[src/rtl/bdlp_pkg.sv]
package bdlp_pkg;

    // Field widths
    localparam int ACTION_W  = 2;
    localparam int BUTTON_W  = 3;
    localparam int LEVELS_W  = 5;
    localparam int KIND_W    = 2;
    localparam int CFG_IDX_W = 2;
    localparam int CFG_W     = 16;
    localparam int STEP_W    = 10;
    localparam int TIME_W    = 16;
    localparam int SUM_W     = TIME_W + 1;

    // Defaults and sizes
    localparam int NUM_BUTTONS_DEF = 5;
    localparam int FIFO_DEPTH      = 2;

    localparam logic [STEP_W-1:0] TICK_STEP_RST = STEP_W'(10);
    localparam logic [TIME_W-1:0] REPEAT_RST    = TIME_W'(500);
    localparam logic [TIME_W-1:0] HOLD_RST      = TIME_W'(3000);

    // Input actions
    localparam logic [ACTION_W-1:0] ACT_EDGE     = 2'd0;
    localparam logic [ACTION_W-1:0] ACT_DEBOUNCE = 2'd1;
    localparam logic [ACTION_W-1:0] ACT_TICK     = 2'd2;

    // Event kinds
    localparam logic [KIND_W-1:0] EV_PRESSED  = 2'd0;
    localparam logic [KIND_W-1:0] EV_RELEASED = 2'd1;
    localparam logic [KIND_W-1:0] EV_REPEAT   = 2'd2;
    localparam logic [KIND_W-1:0] EV_HOLD     = 2'd3;

    // Configuration register indexes
    localparam logic [CFG_IDX_W-1:0] CFG_TICK_STEP = 2'd0;
    localparam logic [CFG_IDX_W-1:0] CFG_REPEAT    = 2'd1;
    localparam logic [CFG_IDX_W-1:0] CFG_HOLD      = 2'd2;

    // Held event waiting for its last flag
    typedef struct packed {
        logic                valid;
        logic [BUTTON_W-1:0] btn;
        logic [KIND_W-1:0]   kind;
    } ev_slot_t;

endpackage

[src/rtl/bdlp_front.sv]
module bdlp_front #(
    parameter int NUM_BUTTONS = bdlp_pkg::NUM_BUTTONS_DEF,
    parameter int DATA_W      = 1 + bdlp_pkg::LEVELS_W + NUM_BUTTONS
) (
    input  logic                          clk,
    input  logic                          rst_n,
    input  logic                          in_valid,
    output logic                          in_ready,
    input  logic [bdlp_pkg::ACTION_W-1:0] action,
    input  logic [bdlp_pkg::BUTTON_W-1:0] button,
    input  logic [bdlp_pkg::LEVELS_W-1:0] levels,
    input  logic                          q_full,
    output logic                          q_push,
    output logic [DATA_W-1:0]             q_data
);
    import bdlp_pkg::*;

    logic [NUM_BUTTONS-1:0] pending_reg, pending_next;
    logic                   armed_reg, armed_next;
    logic [NUM_BUTTONS-1:0] edge_set;
    logic                   accept;

    assign in_ready = !q_full;
    assign accept   = in_valid && in_ready;

    // One-hot decode of the edge button; out-of-range buttons set nothing
    always_comb
    begin
        for (int g = 0; g < NUM_BUTTONS; g++)
        begin
            edge_set[g] = (32'(button) == 32'(g));
        end
    end

    // Classify: edges stay here, debounce snapshots and clears the marks,
    // ticks pass only once armed
    always_comb
    begin
        pending_next = pending_reg;
        armed_next   = armed_reg;
        q_push       = 1'b0;
        q_data       = {1'b0, levels, pending_reg};
        if (accept)
        begin
            case (action)
                ACT_EDGE:
                begin
                    pending_next = pending_reg | edge_set;
                    armed_next   = 1'b1;
                end
                ACT_DEBOUNCE:
                begin
                    if (pending_reg != '0)
                    begin
                        q_push       = 1'b1;
                        pending_next = '0;
                    end
                end
                ACT_TICK:
                begin
                    q_push = armed_reg;
                    q_data = {1'b1, levels, {NUM_BUTTONS{1'b0}}};
                end
                default:
                begin
                end
            endcase
        end
    end

    always_ff @(posedge clk or negedge rst_n)
    begin
        if (!rst_n)
        begin
            pending_reg <= '0;
            armed_reg   <= 1'b0;
        end
        else
        begin
            pending_reg <= pending_next;
            armed_reg   <= armed_next;
        end
    end

endmodule

[src/rtl/bdlp_fifo.sv]
module bdlp_fifo #(
    parameter int DATA_W = 8
) (
    input  logic              clk,
    input  logic              rst_n,
    input  logic              push,
    input  logic [DATA_W-1:0] push_data,
    input  logic              pop,
    output logic [DATA_W-1:0] pop_data,
    output logic              full,
    output logic              empty
);
    import bdlp_pkg::*;

    localparam int PTR_W = (FIFO_DEPTH > 1) ? $clog2(FIFO_DEPTH) : 1;
    localparam int CNT_W = $clog2(FIFO_DEPTH + 1);

    logic [DATA_W-1:0] mem_reg [FIFO_DEPTH];
    logic [PTR_W-1:0]  wr_ptr_reg, rd_ptr_reg;
    logic [CNT_W-1:0]  cnt_reg;

    assign full     = (cnt_reg == CNT_W'(FIFO_DEPTH));
    assign empty    = (cnt_reg == '0);
    assign pop_data = mem_reg[rd_ptr_reg];

    // Storage
    always_ff @(posedge clk)
    begin
        if (push)
        begin
            mem_reg[wr_ptr_reg] <= push_data;
        end
    end

    // Pointers and fill count
    always_ff @(posedge clk or negedge rst_n)
    begin
        if (!rst_n)
        begin
            wr_ptr_reg <= '0;
            rd_ptr_reg <= '0;
            cnt_reg    <= '0;
        end
        else
        begin
            if (push)
            begin
                wr_ptr_reg <= (wr_ptr_reg == PTR_W'(FIFO_DEPTH - 1)) ? '0 : wr_ptr_reg + 1'b1;
            end
            if (pop)
            begin
                rd_ptr_reg <= (rd_ptr_reg == PTR_W'(FIFO_DEPTH - 1)) ? '0 : rd_ptr_reg + 1'b1;
            end
            if (push && !pop)
            begin
                cnt_reg <= cnt_reg + 1'b1;
            end
            else if (pop && !push)
            begin
                cnt_reg <= cnt_reg - 1'b1;
            end
        end
    end

endmodule

[src/rtl/bdlp_rem.sv]
module bdlp_rem (
    input  logic                        clk,
    input  logic                        rst_n,
    input  logic                        start,
    input  logic [bdlp_pkg::SUM_W-1:0]  dividend,
    input  logic [bdlp_pkg::TIME_W-1:0] divisor,
    output logic                        busy,
    output logic [bdlp_pkg::TIME_W-1:0] rem
);
    import bdlp_pkg::*;

    localparam int CNT_W = $clog2(SUM_W + 1);

    logic              busy_reg;
    logic [CNT_W-1:0]  cnt_reg;
    logic [SUM_W-1:0]  quo_reg;
    logic [TIME_W-1:0] rem_reg;
    logic [TIME_W-1:0] dsr_reg;
    logic [SUM_W-1:0]  trial;
    logic [SUM_W-1:0]  trial_sub;

    assign busy = busy_reg;
    assign rem  = rem_reg;

    // Restoring remainder, one dividend bit per cycle
    assign trial     = {rem_reg, quo_reg[SUM_W-1]};
    assign trial_sub = trial - {1'b0, dsr_reg};

    always_ff @(posedge clk or negedge rst_n)
    begin
        if (!rst_n)
        begin
            busy_reg <= 1'b0;
            cnt_reg  <= '0;
            quo_reg  <= '0;
            rem_reg  <= '0;
            dsr_reg  <= '0;
        end
        else if (start)
        begin
            busy_reg <= 1'b1;
            cnt_reg  <= CNT_W'(SUM_W);
            quo_reg  <= dividend;
            rem_reg  <= '0;
            dsr_reg  <= divisor;
        end
        else if (busy_reg)
        begin
            quo_reg <= {quo_reg[SUM_W-2:0], 1'b0};
            rem_reg <= (trial >= {1'b0, dsr_reg}) ? trial_sub[TIME_W-1:0]
                                                  : trial[TIME_W-1:0];
            cnt_reg <= cnt_reg - 1'b1;
            if (cnt_reg == CNT_W'(1))
            begin
                busy_reg <= 1'b0;
            end
        end
    end

endmodule

[src/rtl/bdlp_back.sv]
module bdlp_back #(
    parameter int NUM_BUTTONS = bdlp_pkg::NUM_BUTTONS_DEF,
    parameter int DATA_W      = 1 + bdlp_pkg::LEVELS_W + NUM_BUTTONS
) (
    input  logic                           clk,
    input  logic                           rst_n,
    // queue side
    input  logic                           q_empty,
    input  logic [DATA_W-1:0]              q_data,
    output logic                           q_pop,
    // configuration
    input  logic                           cfg_we,
    input  logic [bdlp_pkg::CFG_IDX_W-1:0] cfg_index,
    input  logic [bdlp_pkg::CFG_W-1:0]     cfg_data,
    // result channel
    output logic                           out_valid,
    input  logic                           out_ready,
    output logic [bdlp_pkg::BUTTON_W-1:0]  which_button,
    output logic [bdlp_pkg::KIND_W-1:0]    event_kind,
    output logic                           last
);
    import bdlp_pkg::*;

    localparam int IDX_W = (NUM_BUTTONS > 1) ? $clog2(NUM_BUTTONS) : 1;
    localparam logic [IDX_W-1:0] IDX_LAST = IDX_W'(NUM_BUTTONS - 1);

    typedef enum logic [2:0] {
        S_IDLE,
        S_SCAN,
        S_DIV,
        S_EMIT,
        S_DONE
    } state_t;

    // Configuration registers
    logic [STEP_W-1:0] step_reg;
    logic [TIME_W-1:0] repeat_reg;
    logic [TIME_W-1:0] hold_reg;

    always_ff @(posedge clk or negedge rst_n)
    begin
        if (!rst_n)
        begin
            step_reg   <= TICK_STEP_RST;
            repeat_reg <= REPEAT_RST;
            hold_reg   <= HOLD_RST;
        end
        else if (cfg_we)
        begin
            unique case (cfg_index)
                CFG_TICK_STEP: step_reg   <= cfg_data[STEP_W-1:0];
                CFG_REPEAT:    repeat_reg <= cfg_data[TIME_W-1:0];
                CFG_HOLD:      hold_reg   <= cfg_data[TIME_W-1:0];
                default:
                begin
                end
            endcase
        end
    end

    // FSM, per-button times, holdback slot and output register
    state_t                 state_reg, state_next;
    logic [IDX_W-1:0]       idx_reg, idx_next;
    logic                   is_tick_reg;
    logic [LEVELS_W-1:0]    levels_reg;
    logic [NUM_BUTTONS-1:0] mask_reg;
    logic                   hold_hit_reg, hold_hit_next;
    logic [TIME_W-1:0]      held_reg  [NUM_BUTTONS];
    logic [TIME_W-1:0]      phase_reg [NUM_BUTTONS];
    ev_slot_t               hb_reg, hb_next;
    logic                   out_valid_reg, out_valid_next;
    logic [BUTTON_W-1:0]    out_btn_reg, out_btn_next;
    logic [KIND_W-1:0]      out_kind_reg, out_kind_next;
    logic                   out_last_reg, out_last_next;

    logic                   held_we, phase_we;
    logic [TIME_W-1:0]      held_wr, phase_wr;
    logic                   ev_fire, end_fire, adv;
    logic [KIND_W-1:0]      ev_kind;
    logic [BUTTON_W-1:0]    ev_btn;
    logic                   out_free, can_emit;

    // Shared remainder unit
    logic                   div_start, div_busy;
    logic [TIME_W-1:0]      div_rem;

    // Per-button datapath
    logic [NUM_BUTTONS-1:0] pressed_vec;
    logic                   pressed_cur;
    logic [TIME_W-1:0]      held_cur, phase_cur;
    logic [SUM_W-1:0]       held_sum, phase_sum, phase_sub, rep_ext;
    logic [TIME_W-1:0]      held_new;
    logic                   hold_now;
    logic [31:0]            idx_ext;

    genvar g;
    generate
        for (g = 0; g < NUM_BUTTONS; g++)
        begin : g_pressed
            if (g < LEVELS_W)
            begin : g_lvl
                assign pressed_vec[g] = levels_reg[g];
            end
            else
            begin : g_none
                assign pressed_vec[g] = 1'b0;
            end
        end
    endgenerate

    assign pressed_cur = pressed_vec[idx_reg];
    assign held_cur    = held_reg[idx_reg];
    assign phase_cur   = phase_reg[idx_reg];
    assign idx_ext     = 32'(idx_reg);
    assign ev_btn      = idx_ext[BUTTON_W-1:0];

    assign held_sum  = {1'b0, held_cur} + SUM_W'(step_reg);
    assign held_new  = held_sum[TIME_W] ? {TIME_W{1'b1}} : held_sum[TIME_W-1:0];
    assign hold_now  = (held_sum == {1'b0, hold_reg});
    assign rep_ext   = {1'b0, repeat_reg};
    assign phase_sum = {1'b0, phase_cur} + SUM_W'(step_reg);
    assign phase_sub = phase_sum - rep_ext;

    assign out_free = !out_valid_reg || out_ready;
    assign can_emit = !hb_reg.valid || out_free;
    assign q_pop    = (state_reg == S_IDLE) && !q_empty;

    bdlp_rem u_rem (
        .clk      (clk),
        .rst_n    (rst_n),
        .start    (div_start),
        .dividend (phase_sum),
        .divisor  (repeat_reg),
        .busy     (div_busy),
        .rem      (div_rem)
    );

    // Sequencer: one button per step, events one per cycle while the output is not stalled
    always_comb
    begin
        state_next    = state_reg;
        idx_next      = idx_reg;
        hold_hit_next = hold_hit_reg;
        held_we       = 1'b0;
        phase_we      = 1'b0;
        held_wr       = '0;
        phase_wr      = '0;
        ev_fire       = 1'b0;
        ev_kind       = EV_PRESSED;
        end_fire      = 1'b0;
        adv           = 1'b0;
        div_start     = 1'b0;

        unique case (state_reg)
            S_IDLE:
            begin
                if (!q_empty)
                begin
                    idx_next   = '0;
                    state_next = S_SCAN;
                end
            end
            S_SCAN:
            begin
                if (can_emit)
                begin
                    if (!is_tick_reg)
                    begin
                        // debounce: report level of each pending button
                        ev_fire = mask_reg[idx_reg];
                        ev_kind = pressed_cur ? EV_PRESSED : EV_RELEASED;
                        adv     = 1'b1;
                    end
                    else if (pressed_cur)
                    begin
                        held_we = 1'b1;
                        held_wr = held_new;
                        if (repeat_reg == '0)
                        begin
                            phase_we = 1'b1;
                            ev_fire  = hold_now;
                            ev_kind  = EV_HOLD;
                            adv      = 1'b1;
                        end
                        else if (phase_sum < rep_ext || phase_sub < rep_ext)
                        begin
                            // phase wraps at most once
                            phase_we = 1'b1;
                            phase_wr = (phase_sum < rep_ext) ? phase_sum[TIME_W-1:0]
                                                             : phase_sub[TIME_W-1:0];
                            if (phase_wr == '0)
                            begin
                                ev_fire = 1'b1;
                                ev_kind = EV_REPEAT;
                                if (hold_now)
                                begin
                                    hold_hit_next = 1'b1;
                                    state_next    = S_EMIT;
                                end
                                else
                                begin
                                    adv = 1'b1;
                                end
                            end
                            else
                            begin
                                ev_fire = hold_now;
                                ev_kind = EV_HOLD;
                                adv     = 1'b1;
                            end
                        end
                        else
                        begin
                            // phase far past the interval: full remainder
                            div_start     = 1'b1;
                            hold_hit_next = hold_now;
                            state_next    = S_DIV;
                        end
                    end
                    else
                    begin
                        // released: clear times
                        held_we  = 1'b1;
                        phase_we = 1'b1;
                        adv      = 1'b1;
                    end
                end
            end
            S_DIV:
            begin
                if (!div_busy && can_emit)
                begin
                    phase_we = 1'b1;
                    phase_wr = div_rem;
                    if (div_rem == '0)
                    begin
                        ev_fire = 1'b1;
                        ev_kind = EV_REPEAT;
                        if (hold_hit_reg)
                        begin
                            state_next = S_EMIT;
                        end
                        else
                        begin
                            adv = 1'b1;
                        end
                    end
                    else
                    begin
                        ev_fire       = hold_hit_reg;
                        ev_kind       = EV_HOLD;
                        hold_hit_next = 1'b0;
                        adv           = 1'b1;
                    end
                end
            end
            S_EMIT:
            begin
                if (can_emit)
                begin
                    ev_fire       = 1'b1;
                    ev_kind       = EV_HOLD;
                    hold_hit_next = 1'b0;
                    adv           = 1'b1;
                end
            end
            S_DONE:
            begin
                // release the held event with its last flag
                if (!hb_reg.valid)
                begin
                    state_next = S_IDLE;
                end
                else if (out_free)
                begin
                    end_fire   = 1'b1;
                    state_next = S_IDLE;
                end
            end
            default:
            begin
                state_next = S_IDLE;
            end
        endcase

        if (adv)
        begin
            if (idx_reg == IDX_LAST)
            begin
                state_next = S_DONE;
            end
            else
            begin
                idx_next   = idx_reg + 1'b1;
                state_next = S_SCAN;
            end
        end
    end

    // Holdback slot and output register
    always_comb
    begin
        hb_next        = hb_reg;
        out_valid_next = out_valid_reg;
        out_btn_next   = out_btn_reg;
        out_kind_next  = out_kind_reg;
        out_last_next  = out_last_reg;

        if ((ev_fire || end_fire) && hb_reg.valid)
        begin
            out_valid_next = 1'b1;
            out_btn_next   = hb_reg.btn;
            out_kind_next  = hb_reg.kind;
            out_last_next  = end_fire;
        end
        else if (out_valid_reg && out_ready)
        begin
            out_valid_next = 1'b0;
        end

        if (ev_fire)
        begin
            hb_next.valid = 1'b1;
            hb_next.btn   = ev_btn;
            hb_next.kind  = ev_kind;
        end
        else if (end_fire)
        begin
            hb_next.valid = 1'b0;
        end
    end

    always_ff @(posedge clk or negedge rst_n)
    begin
        if (!rst_n)
        begin
            state_reg     <= S_IDLE;
            idx_reg       <= '0;
            is_tick_reg   <= 1'b0;
            levels_reg    <= '0;
            mask_reg      <= '0;
            hold_hit_reg  <= 1'b0;
            hb_reg        <= '0;
            out_valid_reg <= 1'b0;
            out_btn_reg   <= '0;
            out_kind_reg  <= '0;
            out_last_reg  <= 1'b0;
            for (int i = 0; i < NUM_BUTTONS; i++)
            begin
                held_reg[i]  <= '0;
                phase_reg[i] <= '0;
            end
        end
        else
        begin
            state_reg     <= state_next;
            idx_reg       <= idx_next;
            hold_hit_reg  <= hold_hit_next;
            hb_reg        <= hb_next;
            out_valid_reg <= out_valid_next;
            out_btn_reg   <= out_btn_next;
            out_kind_reg  <= out_kind_next;
            out_last_reg  <= out_last_next;
            if (q_pop)
            begin
                is_tick_reg <= q_data[DATA_W-1];
                levels_reg  <= q_data[DATA_W-2 -: LEVELS_W];
                mask_reg    <= q_data[NUM_BUTTONS-1:0];
            end
            if (held_we)
            begin
                held_reg[idx_reg] <= held_wr;
            end
            if (phase_we)
            begin
                phase_reg[idx_reg] <= phase_wr;
            end
        end
    end

    assign out_valid    = out_valid_reg;
    assign which_button = out_btn_reg;
    assign event_kind   = out_kind_reg;
    assign last         = out_last_reg;

endmodule

[src/rtl/button_debounce_long_press_top.sv]
// Button qualifier for NUM_BUTTONS push buttons with debounce, auto-repeat and
// long-hold events. Edge requests are absorbed in the front and never occupy
// the back end; debounce and tick requests pass through a two-entry queue to
// the back end, which walks the buttons one per cycle while the output is not
// stalled, with an extra step through S_EMIT for each button that fires both a
// repeat and a hold event. When phase plus step reaches twice repeat_ms or more
// (only after repeat_ms is lowered, or when the step exceeds the interval) that
// button waits on the shared bit-serial remainder unit. Events leave through an
// output register, held one event back so that the final event of each request
// carries last = 1. Configuration writes must only happen while no request is
// in flight.
module button_debounce_long_press_top #(
    parameter int NUM_BUTTONS = bdlp_pkg::NUM_BUTTONS_DEF
) (
    input  logic                           clk,
    input  logic                           rst_n,
    input  logic                           in_valid,
    output logic                           in_ready,
    input  logic [bdlp_pkg::ACTION_W-1:0]  action,
    input  logic [bdlp_pkg::BUTTON_W-1:0]  button,
    input  logic [bdlp_pkg::LEVELS_W-1:0]  levels,
    output logic                           out_valid,
    input  logic                           out_ready,
    output logic [bdlp_pkg::BUTTON_W-1:0]  which_button,
    output logic [bdlp_pkg::KIND_W-1:0]    event_kind,
    output logic                           last,
    input  logic                           cfg_we,
    input  logic [bdlp_pkg::CFG_IDX_W-1:0] cfg_index,
    input  logic [bdlp_pkg::CFG_W-1:0]     cfg_data
);
    import bdlp_pkg::*;

    localparam int DATA_W = 1 + LEVELS_W + NUM_BUTTONS;

    logic              q_push, q_pop, q_full, q_empty;
    logic [DATA_W-1:0] q_in_data, q_out_data;

    // Front: edge bookkeeping and classification
    bdlp_front #(
        .NUM_BUTTONS (NUM_BUTTONS),
        .DATA_W      (DATA_W)
    ) u_front (
        .clk      (clk),
        .rst_n    (rst_n),
        .in_valid (in_valid),
        .in_ready (in_ready),
        .action   (action),
        .button   (button),
        .levels   (levels),
        .q_full   (q_full),
        .q_push   (q_push),
        .q_data   (q_in_data)
    );

    // Request queue
    bdlp_fifo #(
        .DATA_W (DATA_W)
    ) u_fifo (
        .clk       (clk),
        .rst_n     (rst_n),
        .push      (q_push),
        .push_data (q_in_data),
        .pop       (q_pop),
        .pop_data  (q_out_data),
        .full      (q_full),
        .empty     (q_empty)
    );

    // Back: per-button sequencing and event output
    bdlp_back #(
        .NUM_BUTTONS (NUM_BUTTONS),
        .DATA_W      (DATA_W)
    ) u_back (
        .clk          (clk),
        .rst_n        (rst_n),
        .q_empty      (q_empty),
        .q_data       (q_out_data),
        .q_pop        (q_pop),
        .cfg_we       (cfg_we),
        .cfg_index    (cfg_index),
        .cfg_data     (cfg_data),
        .out_valid    (out_valid),
        .out_ready    (out_ready),
        .which_button (which_button),
        .event_kind   (event_kind),
        .last         (last)
    );

endmodule

[config.mk]
export PLATFORM = sky130hd
export DESIGN_NAME = button_debounce_long_press_top
export DESIGN_NICKNAME = d
export VERILOG_FILES = /design/src/rtl/bdlp_pkg.sv /design/src/rtl/bdlp_front.sv /design/src/rtl/bdlp_fifo.sv /design/src/rtl/bdlp_rem.sv /design/src/rtl/bdlp_back.sv /design/src/rtl/button_debounce_long_press_top.sv
export SDC_FILE = /design/constraint.sdc
export NUM_CORES = 1
export LEC_CHECK = 0
export BUFFER_PORTS_ARGS = -buffer_cell sky130_fd_sc_hd__buf_2
export CAP_MARGIN = 10
export CORE_MARGIN = 2
export CORE_UTILIZATION = 47
export DETAILED_ROUTE_END_ITERATION = 8
export PLACE_DENSITY = 0.72
export SLEW_MARGIN = 10
export SYNTH_ARGS = -nofsm -noshare
export SYNTH_HDL_FRONTEND = slang
export SYNTH_SLANG_ARGS = --single-unit
[constraint.sdc]
create_clock -name clk -period 17.4 [get_ports clk]
set_input_delay 0.87 -clock clk [delete_from_list [all_inputs] [get_ports clk]]
set_output_delay 0.87 -clock clk [all_outputs]
set_load 0.005 [all_outputs]
# Word level (Yosys, flattened, before mapping)
# Memories as Yosys holds them, arrays and structs flattened. A register that Yosys moved wholly into a read port is not among the register bits.
# Cells that the tools add are included.
totals:
  in_bits: 33
  output_inout_bits: 8
  wordCells: 268
  mem_bits_rw: 22
  ff_bits: 287
  memories: 1
mem_list:
  columns: ["memory", "depth", "word_bits", "rd", "rd_clocked_by_memory_dff", "wr", "line_no", "rtl"]
  rows:
  - ["u_fifo.mem_reg", 2, 11, 1, 1, 1, "bdlp_fifo.sv:18", "logic [DATA_W-1:0] mem_reg [FIFO_DEPTH];"]
op_classes:
  n_reduce_logical: 42
  n_bitwise: 2
  addsub: 10
  eq_ne: 38
  muxes: 136
  n_lt_le_gt_ge: 6
ops:
  columns: ["operator", "n"]
  rows:
  - ["16-bit 2-to-1 mux", 20]
  - ["80-bit bitwise mux", 2]
  - ["16-bit binary-select mux with 3-bit select", 2]
  - ["1-bit 2-to-1 mux", 65]
  - ["3-bit 2-to-1 mux", 19]
  - ["16-bit demux with 3-bit select", 1]
  - ["16-bit logical NOT", 3]
  - ["16-bit by 10-bit adder with 17-bit output", 2]
  - ["17-bit by 16-bit < comparator with 1-bit output", 2]
  - ["17-bit 2-to-1 mux", 2]
  - ["16-bit case mux with 2 select lines", 1]
  - ["11-bit 2-to-1 mux", 2]
  - ["2-bit 2-to-1 mux", 9]
  - ["3-bit by 1-bit != test with 1-bit output (second input constant)", 6]
  - ["17-bit by 16-bit == test with 1-bit output", 1]
  - ["17-bit by 16-bit >= comparator with 1-bit output", 1]
  - ["17-bit by 16-bit subtractor with 17-bit output", 1]
  - ["16-bit subtractor", 1]
  - ["5-bit 2-to-1 mux", 3]
  - ["3-bit case mux with 5 select lines", 1]
  - ["2-bit by 1-bit != test with 1-bit output (second input constant)", 7]
  - ["3-bit by 2-bit == test with 1-bit output (second input constant)", 4]
  - ["12-bit AND reduction", 1]
  - ["5-bit case mux with 2 select lines", 1]
  - ["other kinds (36)", 77]

# Longest topological paths before layout
logic_depth:
  ltp_word: 18
  depth_mapped: 33
  mapped_depth_nobuf: 27

# Hierarchy
# Synthesis repeated with hierarchy kept, for this count alone.
unflattened:
  cells_unflattened: 1757
  area_unflattened_um2: 18878.1
by_module_without_submodules:
  columns: ["module", "area_each_um2", "cells_per_inst", "n_inst", "seq_area_each_um2"]
  rows:
  - ["bdlp_back", 13825.8, 1262, 1, 5849.4]
  - ["bdlp_rem", 3604.7, 402, 1, 1376.3]
  - ["bdlp_fifo", 1016.0, 50, 1, 760.7]
  - ["bdlp_front", 431.7, 43, 1, 150.1]

# Least setup slack after synthesis
# No wires, ideal clock.
synth_timing:
  path_type: "register to register"
  from: "reg u_back.idx_reg[0], in the netlist u_back.ev_btn[0]"
  to: "reg u_back.out_kind_reg[0], in the netlist u_back.event_kind[0]"
  required_ns: 17.275
  path_stages_with_launch: 31
  period_less_slack_ns: 7.744
  n_path_buf: 4
  setup_slack_ns: 9.656
  arrival_ns: 7.619
  setup_ns: 0.125
  path_cell_list: "dfrtp_1 buf_2 buf_1 buf_1 buf_1 mux4_2 a22o_1 ha_1 fa_1 a21o_1 a221o_1 a21bo_1 and3_1 xor2_1 ha_1 and3_1 nand3_1 nand3_1 a41oi_1 o21ai_0 a211oi_1 nor2_1 ha_1 o21ai_0 or2_2 o211ai_1 o211ai_1 a41o_1 a311oi_1 a21o_4 mux2_4"
synth_via:
  elab_chain_len: 17
  word_cells_on_any_way: 29
  cone_classes: "3 x add/sub; 2 x order compare; 1 x eq/ne; 18 x mux; 1 x bitwise; 4 x reduce/logical"
synth_lines:
  columns: ["element", "line_no", "rtl"]
  rows:
  - ["from (decl)", "bdlp_back.sv:63", "logic [IDX_W-1:0] idx_reg, idx_next;"]
  - ["from (signal assigned)", "bdlp_back.sv:357", "idx_reg <= idx_next;"]
  - ["parallel branches: the longest is 12 deep, another holds 16-bit by 10-bit adder with 17-bit output", null, null]
  - ["1-bit 2-to-1 mux *", "bdlp_back.sv:167", "if (!is_tick_reg)"]
  - ["1-bit 2-to-1 mux *", "bdlp_back.sv:165", "if (can_emit)"]
  - ["1-bit case mux with 3 select lines *", "bdlp_back.sv:154", "unique case (state_reg)"]
  - ["1-bit logical OR *", "bdlp_back.sv:309", "if ((ev_fire || end_fire) && hb_reg.valid)"]
  - ["1-bit logical AND *", "bdlp_back.sv:309", null]
  - ["to (signal assigned)", "bdlp_back.sv:362", "out_kind_reg <= out_kind_next;"]
  - ["to (decl)", "bdlp_back.sv:73", "logic [KIND_W-1:0] out_kind_reg, out_kind_next;"]
# Mark *: on every way between the ends. The select of a mux whose other input is x is not followed.
# A chain may end at the register's enable or synchronous reset.

# Worst setup path after layout
layout_timing:
  from: "reg u_back.idx_reg[1], in the netlist u_back.ev_btn[1]"
  to: "reg u_back.phase_reg[28] in the netlist's numbering"
layout_via:
  elab_chain_len: 15
  word_cells_on_any_way: 30
  cone_classes: "2 x add/sub; 4 x order compare; 21 x mux; 1 x bitwise; 2 x reduce/logical"
layout_lines:
  columns: ["element", "line_no", "rtl"]
  rows:
  - ["3-bit NOT with 4-bit output (implied by the code)", "bdlp_back.sv:113, bdlp_back.sv:376", null]
  - ["16-bit binary-select mux with 3-bit select", "bdlp_back.sv:113", "assign phase_cur = phase_reg[idx_reg];"]
  - ["16-bit 2-to-1 mux (implied by the code) (2 in a row)", "bdlp_back.sv:113", null]
  - ["16-bit by 10-bit adder with 17-bit output", "bdlp_back.sv:121", "assign phase_sum = {1'b0, phase_cur} + SUM_W'(step_reg);"]
  - ["17-bit by 16-bit subtractor with 17-bit output", "bdlp_back.sv:122", "assign phase_sub = phase_sum - rep_ext;"]
  - ["17-bit by 16-bit < comparator with 1-bit output", "bdlp_back.sv:185", "else if (phase_sum < rep_ext || phase_sub < rep_ext)"]
  - ["1-bit logical OR", "bdlp_back.sv:185", null]
  - ["16-bit 2-to-1 mux", "bdlp_back.sv:185", null]
  - ["16-bit 2-to-1 mux", "bdlp_back.sv:178", "if (repeat_reg == '0)"]
  - ["16-bit 2-to-1 mux", "bdlp_back.sv:174", "else if (pressed_cur)"]
  - ["16-bit 2-to-1 mux", "bdlp_back.sv:167", null]
  - ["16-bit 2-to-1 mux", "bdlp_back.sv:165", null]
  - ["16-bit case mux with 2 select lines", "bdlp_back.sv:154", null]
  - ["80-bit bitwise mux", "bdlp_back.sv:376", "phase_reg[idx_reg] <= phase_wr;"]
  - ["to (signal, indexed assignment)", "bdlp_back.sv:376", null]
  - ["to (decl)", "bdlp_back.sv:69", "logic [TIME_W-1:0] phase_reg [NUM_BUTTONS];"]
# Parallel ways exist; a longest one is shown, timed or not. The select of a mux whose other input is x is not followed.

==> run_results.csv <==
group,metric,value,unit
cts,clk_pin_slew_worst_paths,60,ps
timing,hold_viol,0,
die,core,37800,um2
die,std_cell_rows,71,
die,start_util,47.9,%
detailed_routing,drt-total-wl,45600,um
cts,postCtsSetupBuffers,0,
global_route,overflow,0,
critical_path,required,17810,ps
critical_path,end_kind,"flop",
detailed_routing,drcViolationCount,0,
timing,fin_crit_sh,45.7,%
power_and_ir_drop,finalPower,4.09,mW
flow_run,drv_cap,0,
cts,clockBufferDepth,3,
detailed_routing,viasPerCell,5.92,
layout,mostFrequentLayoutCells,"dfrtp_1 (280), mux2_2 (168), nand2_1 (142)",
cts,numCtsBuffers,34,
layout,nNetsFinal,1823,
power_and_ir_drop,leakage,9.11,nW
detailed_routing,drtPass1Iterations,5,
die,ios,41,
global_route,top_usage_layer,"met2",
timing,relSlewSlack,20.7,%
timing,setup_violations,0,
timing,worst_pin_slew,1160,ps
global_route,gr-usage-met1,32.1,%
detailed_routing,route.vias.total,13300,
cts,cts_resized,0,
synth,yosysWarnings,0,
place,globalplace.congestion,0.873,
worst_hold_path,hold_class,"in2async",
layout,fillers,3312,
cts,cts_tree,"done",
timing,tns,0,ps
global_route,antenna_found_initial,0,
critical_path,crit_fanout,27,
global_route,first_global_vias,13400,
critical_path,cp-start-kind,"flop",
place,port_buffers,40,
global_route,grt_use_met2,36.1,%
detailed_routing,avgRoutedWirePerCell,20.3,um
detailed_routing,drtIter0Drc,1277,
cts,clock_sinks,320,
synth,synth_top_area_cell,"dfrtp_1",
synth,avgSynthCellArea,10.7,um2
synth,synth.area.top_cells,"dfrtp_1 (39%), mux2_2 (10%), ha_1 (5.3%)",
die,die_w,200,um
synth,netlist_area,18100,um2
layout,drive_gt1_share,19.9,%
synth,post-synth-top-area-fraction,39.2,%
power_and_ir_drop,p_per_area,206,nW/um2
timing,skew,21.3,ps
layout,final_common_cell,"dfrtp_1",
cts,cts_hold_buffers,0,
timing,rsz0062_at_grt,"no",
run_status,status,"finished clean",
synth,synth-async-reset-ratio,93.1,%
cts,root_buffer,"clkbuf_16",
cts,htree_num_levels,2,
timing,drv_slew,0,
power_and_ir_drop,ir_drop,0.0947,mV
timing,period_needed,7950,ps
global_route,grt_pass1_wl,73500,um
critical_path,critical_path_class,"reg2reg",
synth,synth-edff-count,22,
timing,fmaxAchievable,0.126,GHz
synth,ys_seq_area_share,45.0,%
synth,synth_cells,1696,
synth,ys_ff_latch,320,
place,dp_hpwl,32700,um
global_route,grt_max_degree,203,
synth,synth_ff_type,"dfrtp_1",
cts,clk_latency,530,ps
synth,syn_nets,1809,
global_route,gr-usage-all-layers,22.8,%
global_route,met3_usage,3.04,%
die,dieArea,40000,um2
critical_path,arrival,8360,ps
detailed_routing,ant_nets,0,
die,fp.dieH,200,um
synth,synth_cell_type_count,80,
layout,area_growth,10.0,%
cell families (layout without fill, tap and decap cells):
family                     Yosys count  after routing  synth area share [%]
AOI/OAI and AO/OA                  403            403                  14.4
xor gates and xnor gates            69             69                  3.34
adders and majority gates           80             80                  5.70
buffers and inverters              155            195                  3.32
DFF                                320            320                  45.0
muxes                              263            263                  17.3
other                                0              1                     0
and+or+nand+nor                    406            406                  10.9
worst paths after layout:
| check | cells after the start | slack (ps) | from | end |
|---|---|---|---|---|
| max | 24 | 9450 | u_back.ev_btn[1] | u_back.phase_reg[28] |
| min | 1 | 380 | rst_n | u_back.repeat_reg[3] |
| max reg2reg | 24 | 9450 | u_back.ev_btn[1] | u_back.phase_reg[28] |
| min reg2reg | 1 | 460 | u_front.armed_reg | u_front.armed_reg |
| max in group asynchronous | 2 | 15370 | rst_n | u_back.ev_btn[1] |
| min in group clk | 1 | 460 | u_front.armed_reg | u_front.armed_reg |
layer usage:
metal	vias to the layer above	routed length [um]
li1	6229	-
met2	336	21000
met4	0	1600
met3	96	2230
met1	6654	20800
met5	-	0
where the power goes:
part / switching (mW) / internal (mW) / total (mW)
clock: 0.308 / 0.420 / 0.728
sequential: 0.213 / 0.992 / 1.21
combinational: 1.24 / 0.920 / 2.16
total: 1.76 / 2.33 / 4.09
Yosys cell counts (5+ instances only):
| library cell | number |
|---|---|
| a21boi_0 | 7 |
| xnor2_1 | 43 |
| ha_1 | 76 |
| o21a_1 | 11 |
| nand4_1 | 12 |
| or2_2 | 11 |
| and2_1 | 12 |
| nor3b_1 | 6 |
| a21oi_1 | 74 |
| nor2_1 | 101 |
| o21ai_1 | 12 |
| xor2_1 | 26 |
| edfxtp_1 | 22 |
| nand2b_1 | 13 |
| nand3_1 | 21 |
| nand3b_1 | 8 |
| dfrtp_1 | 283 |
| nor2b_1 | 8 |
| inv_1 | 77 |
| mux2_4 | 5 |
| or3_1 | 10 |
| o22ai_1 | 7 |
| and3_1 | 11 |
| nor4_1 | 15 |
| buf_2 | 15 |
| mux4_2 | 21 |
| a22o_1 | 38 |
| nand2_1 | 142 |
| a21o_1 | 15 |
| buf_1 | 10 |
| a211oi_1 | 29 |
| nor3_1 | 17 |
| or4_1 | 5 |
| o21ai_0 | 129 |
| dfstp_2 | 15 |
| mux2i_1 | 69 |
| mux2_2 | 168 |
| clkbuf_1 | 52 |
| a31oi_1 | 18 |
| a2111oi_0 | 5 |
| o211ai_1 | 7 |
worst max-delay path, cell delays in order, from the launching register on:
cell,delay [ps]
dfrtp_2,830
nor3b_4,70
buf_4,270
a22o_1,280
ha_1,230
fa_1,430
a21o_1,230
a221oi_1,310
xnor2_1,250
ha_1,350
a2111oi_0,600
a21oi_1,220
a41oi_1,440
o21ai_0,150
a211oi_1,370
nor2_1,120
ha_1,300
o21ai_0,90
a21oi_1,60
nor2_1,140
o21ai_0,130
o21a_1,260
a31oi_1,410
o21a_1,830
mux2_2,420
metrics by stage:
step	cell area [um2]	util (%)	std cells	setup WS, ps	hold WS, ps
global placement	18800	49.7	2185	9730	445
global route	19900	52.7	2247	8900	418
finish	19900	52.7	2248	9450	383
floorplan	18100	-	1696	9660	426
CTS	19900	52.7	2247	9520	390
detailed placement	18800	49.7	2185	9550	455
layout make-up:
cell class | count | area [um2] | area share, %
inverters | 78 | 293 | 1.47
well taps | 511 | 639 | 3.21
multi-input cells | 1221 | 9370 | 47.1
clock buffers | 45 | 953 | 4.79
diodes | 1 | 2.50 | 0.0126
flip-flops and latches | 320 | 8140 | 40.9
clock inverters | 17 | 161 | 0.811
repair buffers | 55 | 335 | 1.69
No activity file was read; power rests on OpenSTA's default activity.
